[src/rtl/assert_macros.svh]
// Assertion macros shared by the chase camera basis RTL.
// No dependencies; define NO_ASSERTIONS to compile the checks out.
`ifndef ASSERT_MACROS_SVH
`define ASSERT_MACROS_SVH
`ifndef NO_ASSERTIONS
`define CCB_ASSERT_IMPLY(lbl, clk, rst, pre, post) \
   lbl: assert property (@(posedge clk) disable iff (rst) (pre) |-> (post)) \
      else $error("ccb assertion failed");
`define CCB_ASSERT_NEXT(lbl, clk, rst, pre, post) \
   lbl: assert property (@(posedge clk) disable iff (rst) (pre) |=> (post)) \
      else $error("ccb assertion failed");
`else
`define CCB_ASSERT_IMPLY(lbl, clk, rst, pre, post)
`define CCB_ASSERT_NEXT(lbl, clk, rst, pre, post)
`endif
`endif

[src/rtl/ccb_delay.sv]
// Enabled delay line with a reset valid bit per tap.
// Depends on nothing.
module ccb_delay #(
   parameter int W     = 8,
   parameter int DEPTH = 1
) (
   input  logic         clock,
   input  logic         reset,
   input  logic         en,
   input  logic         in_vld,
   input  logic [W-1:0] in_data,
   output logic         out_vld,
   output logic [W-1:0] out_data
);
   logic [W-1:0] data_ff [DEPTH];
   logic         vld_ff  [DEPTH];

   always_ff @(posedge clock) begin
      if (reset) begin
         for (int i = 0; i < DEPTH; i++) vld_ff[i] <= 1'b0;
      end else if (en) begin
         vld_ff[0] <= in_vld;
         for (int i = 1; i < DEPTH; i++) vld_ff[i] <= vld_ff[i-1];
      end
   end

   always_ff @(posedge clock) begin
      if (en) begin
         data_ff[0] <= in_data;
         for (int i = 1; i < DEPTH; i++) data_ff[i] <= data_ff[i-1];
      end
   end

   assign out_vld  = vld_ff[DEPTH-1];
   assign out_data = data_ff[DEPTH-1];
endmodule

[config.mk]
export PLATFORM = sky130hd
export DESIGN_NAME = ccb_delay
export DESIGN_NICKNAME = d
export VERILOG_FILES = /design/src/rtl/assert_macros.svh /design/src/rtl/ccb_delay.sv
export SDC_FILE = /design/constraint.sdc
export NUM_CORES = 1
export LEC_CHECK = 0
export BUFFER_PORTS_ARGS = -buffer_cell sky130_fd_sc_hd__buf_4
export CORE_AREA = 5 5 42 44
export CTS_CLUSTER_SIZE = 28
export DETAILED_ROUTE_END_ITERATION = 12
export DIE_AREA = 0 0 47 49
export PLACE_DENSITY = 0.55
export SLEW_MARGIN = 0
export SYNTH_ARGS = -nofsm -noshare
export SYNTH_HDL_FRONTEND = slang
export SYNTH_SLANG_ARGS = --single-unit
[constraint.sdc]
create_clock -name clock -period 0.8 [get_ports clock]
set_input_delay 0.08 -clock clock [delete_from_list [all_inputs] [get_ports clock]]
set_output_delay 0.08 -clock clock [all_outputs]
set_load 0.03 [all_outputs]
==> flow_metrics.py, run 1 <==
metrics = {
    "route": {
        "wl_met3_um": 111,
        "wl_per_cell_um": 12.5,
        "drtPass1Iterations": 1,
        "vias_per_cell": 3.77,
        "drt-total-wl_um": 747,
        "drtIter0Drc": 0,
        "wl_met1_um": 267,
        "met2_wirelength_um": 363,
        "via_count": 226,
        "drc": 0,
        "top_layer_used": "met4",
        "antenna_left": 0,
    },
    "grt": {
        "grt_max_degree": 8,
        "antenna_found_initial": 0,
        "first_global_vias": 264,
        "grt_pass1_wl_mm": 1.19,
        "gr-total-overflow": 0,
        "grt_usage_pct": 7.70,
    },
    "sta": {
        "max_freq_ghz": 1.13,
        "hold_viol_final": 0,
        "tightestPinTransition_ns": 0.0959,
        "worst_hold_slack_ns": 0.0461,
        "fin_crit_ns": 0.883,
        "slew_viol_final": 0,
        "finalCritPeriodShare_pct": 110,
        "fin_ws_ns": -0.0835,
        "slew_headroom_pct": 93.6,
        "rsz0062_at_grt": "yes",
        "setup_viol": 9,
    },
    "cells_and_area": {
        "final_layout_size_suffix_gt1_share_pct": 56.8,
        "layout_common_cells": "buf_4 (12), edfxtp_1 (9), buf_6 (9)",
        "nNetsFinal": 57,
        "utilization_pct": 43.1,
        "area_delta_synth_final_pct": 111,
        "instances_no_fill": 60,
        "diodes": 0,
        "layout_commonest_cell": "buf_4",
        "fin_area_um2": 604,
    },
    "synthesis": {
        "synth_cell_types": 3,
        "netlist_area_um2": 287,
        "ys_warn_count": 0,
        "syn_inst": 11,
        "synth-seq-area-share_pct": 94.3,
        "avgSynthCellArea_um2": 26.0,
        "synth-seq-cells": 9,
        "synth.net_count": 23,
    },
    "clocking": {
        "cts_tree": "built",
        "cts.reportedPaths.clkPinSlew_ns": 0.06,
        "cts_sinks": 9,
        "cts_root_buf": "clkbuf_4",
        "cts_setup_buffers": 0,
        "htree_levels": 1,
        "cts_buffers": 3,
        "clockBufferDepth": 2,
    },
    "worst_setup_path": {
        "cp_slowest_stage_delay_ns": 0.39,
        "crit_required_ns": 0.72,
        "critPathArrivalTime_ns": 0.80,
        "crit_buf_inv": 1,
        "cp-end-kind": "primary output",
        "path_cells": "buf_6",
        "slowest_stage": "edfxtp_1",
        "crit_family": "flip-flops",
        "cp-start-kind": "flop",
        "worst-path-max-fanout": 1,
        "crit_type": "flop to primary output",
    },
    "outcome": {
        "status": "finished with violations",
        "violations": "negative setup slack",
    },
    "die": {
        "rows": 14,
        "initial_utilization_pct": 20.4,
        "die_w_um": 47,
        "coreArea_um2": 1400,
        "die_h_um": 49,
        "io-pin-count": 21,
        "die-area_um2": 2300,
    },
    "min_path": {
        "hp-class": "input port to flop",
    },
    "placement": {
        "numPortBuffers": 20,
        "placed_cell_area_um2": 464,
        "gp_congestion": 0.647,
        "dp_cells": 48,
    },
    "pwr": {
        "p_leak_nw": 0.258,
        "total_power_mw": 1.16,
        "p_per_area_nw_per_um2": 1920,
        "vdd_ir_drop_max_v": 0.000856,
    },
    "job": {
        "cap_violations": 0,
    },
}
==> worst paths after layout <==
| check | from | end | depth (start not counted) | slack (ns) |
|---|---|---|---|---|
| max | data_ff[0][3] | out_data[3] | 1 | -0.08 |
| min | en | data_ff[0][6] | 1 | 0.05 |
==> stage by stage <==
step,worst slack [ns],setup TNS [ns]
final,-0.0835,-0.594
after global routing,-0.112,-0.872
after CTS,-0.102,-0.727
after detailed placement,0.124,0
after global placement,0.136,0
after floorplan,0.224,0
==> repair_timing <==
| item | in CTS | in global routing |
|---|---|---|
| gates cloned | 0 | 0 |
| hold endpoints to repair | 7 | 1 |
| hold buffers | 7 | 1 |
| endpoints found under the setup margin | 9 | 9 |
| pin swaps | 0 | 0 |
| resized for setup | 9 | 0 |
==> cells by family after synthesis <==
group | after synthesis | share of synthesized area (%)
flip-flops | 9 | 94.3
AND/OR/NAND/NOR | 2 | 5.68
==> layer usage <==
layer / vias to the layer above / track usage (%)
met5: - / 0
met4: 0 / 5.53
met3: 2 / 2.21
met2: 18 / 11.5
met1: 98 / 8.90
li1: 108 / -
==> layout make-up <==
| cell class | count | area [um^2] |
|---|---|---|
| sequential | 9 | 270 |
| clock buffer | 4 | 26.3 |
| tap | 16 | 20.0 |
| fill | 142 | 797 |
| timing repair buffer | 29 | 272 |
| multi-input combinational | 2 | 16.3 |
==> power by group <==
part / switching [mW] / total [mW] / internal, mW
Sequential: 0.0169 / 0.578 / 0.561
Clock: 0.148 / 0.340 / 0.192
Combinational: 0.111 / 0.241 / 0.130
==> synth_stat cells, drive strengths merged <==
library cell / number / share of area [%]
edfxtp: 9 / 94
and3b: 1 / 3.5
or2: 1 / 2.2
==> flip-flops by register name, indices dropped and copies added (netlist names) <==
name / flops
data_ff: 8
vld_ff: 1
Note: power is estimated with default switching activity, not from simulation.
==> inputs of run 2 (changes only) <==
--- a/config.mk
+++ b/config.mk
@@ -5,6 +5,7 @@
 export SDC_FILE = /design/constraint.sdc
 export NUM_CORES = 1
 export LEC_CHECK = 0
+export ABC_AREA = 1
 export BUFFER_PORTS_ARGS = -buffer_cell sky130_fd_sc_hd__buf_4
 export CORE_AREA = 5 5 42 44
 export CTS_CLUSTER_SIZE = 28
==> constraint.sdc (replaced) <==
create_clock -name clock -period 1.12 [get_ports clock]
set_input_delay 0.112 -clock clock [delete_from_list [all_inputs] [get_ports clock]]
set_output_delay 0.112 -clock clock [all_outputs]
set_load 0.03 [all_outputs]
==> run 2 against run 1 <==
Effect of this change:
- the flow now finishes without violations
- synthesized cell count increased by 9.1%
- sequential power decreased by 29%
- sequential cell count unchanged
- first-iteration DRC count increased by 1
- critical endpoint is now out_vld
- hold slack got worse by 0.012 ns
- global-route usage decreased by 1.3 points
- clock power decreased by 30%
- largest power group unchanged
==> flow_metrics.py, run 2 <==
metrics = {
    "worst_setup_path": {
        "cp-start-kind": "flop",
        "critPathArrivalTime_ns": 0.81,
        "crit_type": "flop to primary output",
        "slowest_stage": "edfxtp_1",
        "cp-end-kind": "primary output",
        "crit_required_ns": 1.01,
        "worst-path-max-fanout": 1,
        "crit_buf_inv": 1,
        "crit_family": "flip-flops",
        "path_cells": "buf_4",
        "cp_slowest_stage_delay_ns": 0.38,
    },
    "grt": {
        "gr-total-overflow": 0,
        "grt_usage_pct": 6.43,
        "first_global_vias": 238,
        "antenna_found_initial": 0,
        "grt_max_degree": 11,
        "grt_pass1_wl_um": 993,
    },
    "synthesis": {
        "ys.flop_type": "edfxtp_1",
        "avgSynthCellArea_um2": 23.7,
        "netlist_area_um2": 284,
        "ys_warn_count": 0,
        "synth_cell_types": 4,
        "syn_inst": 12,
        "synth.area.top_cells": "edfxtp_1 (95%), or2_1 (2.2%), nand2_1 (1.3%)",
        "synth_top_area_share_pct": 95.2,
        "synth-seq-cells": 9,
        "synth-seq-area-share_pct": 95.2,
        "synthArstFlopShare_pct": 0,
        "post-synth-top-count-cell": "edfxtp_1",
        "synthTopCellsByCount": "edfxtp_1 (9), nand2_1 (1), nor2_1 (1), or2_1 (1)",
        "synth_edf_count": 9,
        "synth_top_area_cell": "edfxtp_1",
        "synth.net_count": 24,
    },
    "cells_and_area": {
        "multiInputGateArea_um2": 13.8,
        "seq_area_um2": 270,
        "layout_commonest_cell": "buf_4",
        "n_fill_cell": 157,
        "layout_common_cells": "buf_4 (20), edfxtp_1 (9), clkbuf_4 (3)",
        "nNetsFinal": 49,
        "reg.largest.list": "data_ff: 8 flops, vld_ff: 1 flops",
        "final_layout_size_suffix_gt1_share_pct": 63.9,
        "largest_register_ffs": 8,
        "diodes": 0,
        "area_delta_synth_final_pct": 69.2,
        "top_register": "data_ff",
    },
    "placement": {
        "numPortBuffers": 20,
        "gp_congestion": 0.651,
    },
    "route": {
        "drtPass1Iterations": 3,
        "drc": 0,
        "vias_per_cell": 3.73,
        "wl_per_cell_um": 11.6,
        "antenna_left": 0,
        "drt-total-wl_um": 603,
        "via_count": 194,
        "drtIter0Drc": 1,
    },
    "clocking": {
        "cts_setup_buffers": 0,
        "clockBufferDepth": 2,
        "cts_buffers": 3,
        "cts_root_buf": "clkbuf_4",
        "cts_hold_buffers": 0,
        "cts_resized": 0,
        "cts_tree": "built",
        "cts.reportedPaths.clkPinSlew_ns": 0.06,
        "cts_sinks": 9,
        "htree_levels": 1,
    },
    "die": {
        "io-pin-count": 21,
        "die_h_um": 49,
        "initial_utilization_pct": 20.3,
        "coreArea_um2": 1400,
        "rows": 14,
        "die-area_um2": 2300,
        "die_w_um": 47,
    },
    "sta": {
        "tns_ns": 0,
        "slew_viol_final": 0,
        "worst_hold_slack_ns": 0.0344,
        "setup_viol": 0,
        "slew_headroom_pct": 92.0,
        "tightestPinTransition_ns": 0.120,
        "finalCritPeriodShare_pct": 82.2,
        "rsz0062_at_grt": "no",
        "hold_viol_final": 0,
        "max_freq_ghz": 1.09,
        "fin_crit_ns": 0.921,
    },
    "min_path": {
        "hp-class": "input port to flop",
        "hp-start": "in_data[1]",
        "min_to": "data_ff[0][1]",
        "min_path_cells": 1,
    },
    "pwr": {
        "vdd_ir_drop_max_v": 0.000598,
        "p_per_area_nw_per_um2": 1610,
        "p_leak_nw": 0.206,
    },
    "job": {
        "cap_violations": 0,
    },
    "outcome": {
        "status": "finished, final reports clean",
    },
}
run 2: cell count changes in the layout (fill, tap and decap cells not counted):
| cell | delta |
|---|---|
| and3b_2 | -1 |
| nand2_1 | +1 |
| nor2_1 | +1 |
| buf_6 | -9 |
| buf_4 | +8 |
| dlygate4sd3_1 | -8 |
run 2: worst max-delay path by stage:
| stage | to | startpoint | slack, ns | cells after the start |
|---|---|---|---|---|
| global placement | vld_ff[0] | en | 0.38 | 2 |
| global route | out_data[4] | data_ff[0][4] | 0.17 | 1 |
| finish | out_vld | vld_ff[0] | 0.20 | 1 |
| floorplan | out_data[0] | data_ff[0][0] | 0.51 | 0 |
| detailed placement | vld_ff[0] | en | 0.37 | 2 |
| CTS | out_vld | vld_ff[0] | 0.18 | 1 |
run 2: logic make-up (layout without fill, tap and decap cells):
kind of cell,count (synthesis),after routing,synth area share [%]
buffers and inverters,0,24,0
DFF,9,9,95.2
and+or+nand+nor,3,3,4.84
run 2: cell type report:
cell class / count / area share (%)
clock buffer: 4 / 5.47
tap: 16 / 4.17
sequential: 9 / 56.2
timing repair buffer: 20 / 31.2
multi-input combinational: 3 / 2.86
run 2: layer usage:
metal / wire length (um) / part of all wire, % / track usage [%]
met5: 0 / 0 / 0
met4: 0 / 0 / 6.91
met3: 99 / 16 / 2.58
met2: 259 / 43 / 8.82
met1: 244 / 40 / 6.67
run 2: power breakdown:
part | switching [mW] | internal, mW
Sequential | 0.00761 | 0.400
Combinational | 0.0741 | 0.0565
Clock | 0.101 | 0.136
Total | 0.182 | 0.593
run 2: through the flow:
stage	util [%]	cell area, um^2	power [mW]	std cells	setup slack, ns
CTS	34.3	480	0.791	52	0.184
finish	34.3	480	0.776	52	0.199
global placement	32.4	454	0.546	48	0.379
floorplan	-	284	0.472	12	0.512
detailed placement	32.4	454	0.549	48	0.369
global route	34.3	480	0.806	52	0.174
==> inputs of run 3 (changes only) <==
--- a/config.mk
+++ b/config.mk
@@ -5,7 +5,7 @@
 export SDC_FILE = /design/constraint.sdc
 export NUM_CORES = 1
 export LEC_CHECK = 0
-export ABC_AREA = 1
+export ABC_AREA = 0
 export BUFFER_PORTS_ARGS = -buffer_cell sky130_fd_sc_hd__buf_4
 export CORE_AREA = 5 5 42 44
 export CTS_CLUSTER_SIZE = 28
==> constraint.sdc (replaced) <==
create_clock -name clock -period 0.9 [get_ports clock]
set_input_delay 0.09 -clock clock [delete_from_list [all_inputs] [get_ports clock]]
set_output_delay 0.09 -clock clock [all_outputs]
set_load 0.03 [all_outputs]
==> run 3 against run 2 <==
Effect of this change:
- clock power up 30%
- sequential cell count unchanged
- hold slack worse by 0.024 ns
- final cell count up 12%
- highest routed layer is now met4
- combinational power up 58%
- largest power group unchanged
- global-route usage up 1.3 points
- via count up 18%
==> flow_metrics.py, run 3 (same netlist as run 1, synthesis figures left out) <==
metrics = {
    "outcome": {
        "status": "finished, final reports clean",
    },
    "clocking": {
        "cts_setup_buffers": 0,
        "htree_levels": 1,
        "cts_sinks": 9,
        "cts_buffers": 3,
        "cts_root_buf": "clkbuf_4",
        "cts.reportedPaths.clkPinSlew_ns": 0.06,
        "clockBufferDepth": 2,
        "cts_tree": "built",
    },
    "grt": {
        "gr-total-overflow": 0,
        "grt_max_degree": 11,
        "grtUsageMet3_pct": 3.69,
        "antenna_found_initial": 0,
        "use_met1_pct": 8.26,
        "first_global_vias": 266,
        "grt_usage_pct": 7.71,
        "use_met2_pct": 9.95,
        "grt-busiest-layer": "met2",
        "grt_pass1_wl_mm": 1.17,
    },
    "worst_setup_path": {
        "crit_required_ns": 0.81,
        "crit_buf_inv": 1,
        "cp_slowest_stage_delay_ns": 0.39,
        "slowest_stage": "edfxtp_1",
        "cp.depth": 1,
        "cp-start-kind": "flop",
        "worstSetupEndpoint": "out_data[0]",
        "crit_type": "flop to primary output",
        "critPathArrivalTime_ns": 0.80,
        "worst-path-max-fanout": 1,
        "path_cells": "buf_6",
        "crit_family": "flip-flops",
        "worstSetupStartpoint": "data_ff[0][0]",
        "cp-end-kind": "primary output",
    },
    "placement": {
        "gp_congestion": 0.676,
        "post-place-ws_ns": 0.171,
        "dp_cells": 47,
        "numPortBuffers": 20,
    },
    "cells_and_area": {
        "seq_area_um2": 270,
        "diodes": 0,
        "instances_no_fill": 58,
        "utilization_pct": 41.9,
        "layout_commonest_cell": "buf_4",
        "area_delta_synth_final_pct": 105,
        "final_layout_size_suffix_gt1_share_pct": 57.1,
        "n_fill_cell": 144,
        "largest_register_ffs": 8,
        "multiInputGateArea_um2": 16.3,
        "reg.largest.list": "data_ff: 8 flops, vld_ff: 1 flops",
        "top_register": "data_ff",
        "layout_common_cells": "buf_4 (11), edfxtp_1 (9), buf_6 (9)",
        "nNetsFinal": 55,
    },
    "sta": {
        "max_freq_ghz": 1.12,
        "fin_crit_ns": 0.891,
        "finalCritPeriodShare_pct": 99.0,
        "tns_ns": 0,
        "hold_viol_final": 0,
        "slew_headroom_pct": 92.1,
        "fin_ws_ns": 0.00926,
        "tightestPinTransition_ns": 0.118,
        "slew_viol_final": 0,
        "rsz0062_at_grt": "yes",
        "setup_viol": 0,
    },
    "min_path": {
        "hp-start": "in_data[5]",
        "hp-class": "input port to flop",
    },
    "route": {
        "drtPass1Iterations": 1,
        "drc": 0,
        "wl_per_cell_um": 12.5,
        "antenna_left": 0,
        "vias_per_cell": 3.93,
        "drt-total-wl_um": 724,
        "drtIter0Drc": 0,
        "via_count": 228,
    },
    "pwr": {
        "p_leak_nw": 0.249,
        "p_per_area_nw_per_um2": 1750,
        "vdd_ir_drop_max_v": 0.000695,
    },
    "job": {
        "cap_violations": 0,
    },
    "die": {
        "die_h_um": 49,
        "die_w_um": 47,
        "io-pin-count": 21,
        "initial_utilization_pct": 20.4,
        "die-area_um2": 2300,
        "rows": 14,
        "coreArea_um2": 1400,
    },
}
[run 3: per-layer routing]
layer	vias to the layer above	wire length, um
li1	104	-
met3	5	104
met4	0	36
met5	-	0
met2	21	324
met1	98	259
[run 3: how the worst min path moves through the flow]
| stage | slack (ns) | endpoint | depth (start not counted) |
|---|---|---|---|
| final | 0.01 | data_ff[0][5] | 1 |
| after CTS | 0.0002 | data_ff[0][5] | 1 |
| after global routing | 0.0005 | data_ff[0][5] | 1 |
| after global placement | 0.27 | data_ff[0][4] | 1 |
| after detailed placement | 0.27 | data_ff[0][0] | 1 |
| after floorplan | 0.19 | data_ff[0][0] | 0 |
[run 3: power breakdown]
part | switching, mW | leakage [nW] | total (mW) | internal (mW)
clock | 0.138 | 0.0150 | 0.308 | 0.171
combinational | 0.0967 | 0.145 | 0.207 | 0.110
sequential | 0.0148 | 0.0890 | 0.514 | 0.499
[run 3: layout make-up]
cell class              instances  area share (%)
repair buffers                 27            43.3
flip-flops and latches          9            46.1
clock buffers                   4            4.48
multi-input cells               2            2.77
well taps                      16            3.41
[run 3: timing repair]
item | 4_1_cts | 5_1_grt
endpoints found under the setup margin | 6 | 9
hold buffers | 5 | 2
resized for setup | 6 | 3
cloned | 0 | 0
hold endpoints to repair | 5 | 2
pin swaps | 0 | 0
[run 3: stage by stage]
stage                     hold WS [ns]  cell area (um^2)  total power, mW
after floorplan                  0.189               287            0.588
after global placement           0.269               457            0.679
after detailed placement         0.270               457            0.683
after CTS                     0.000191               556             1.03
after global routing          0.000528               587             1.09
final                           0.0102               587             1.03
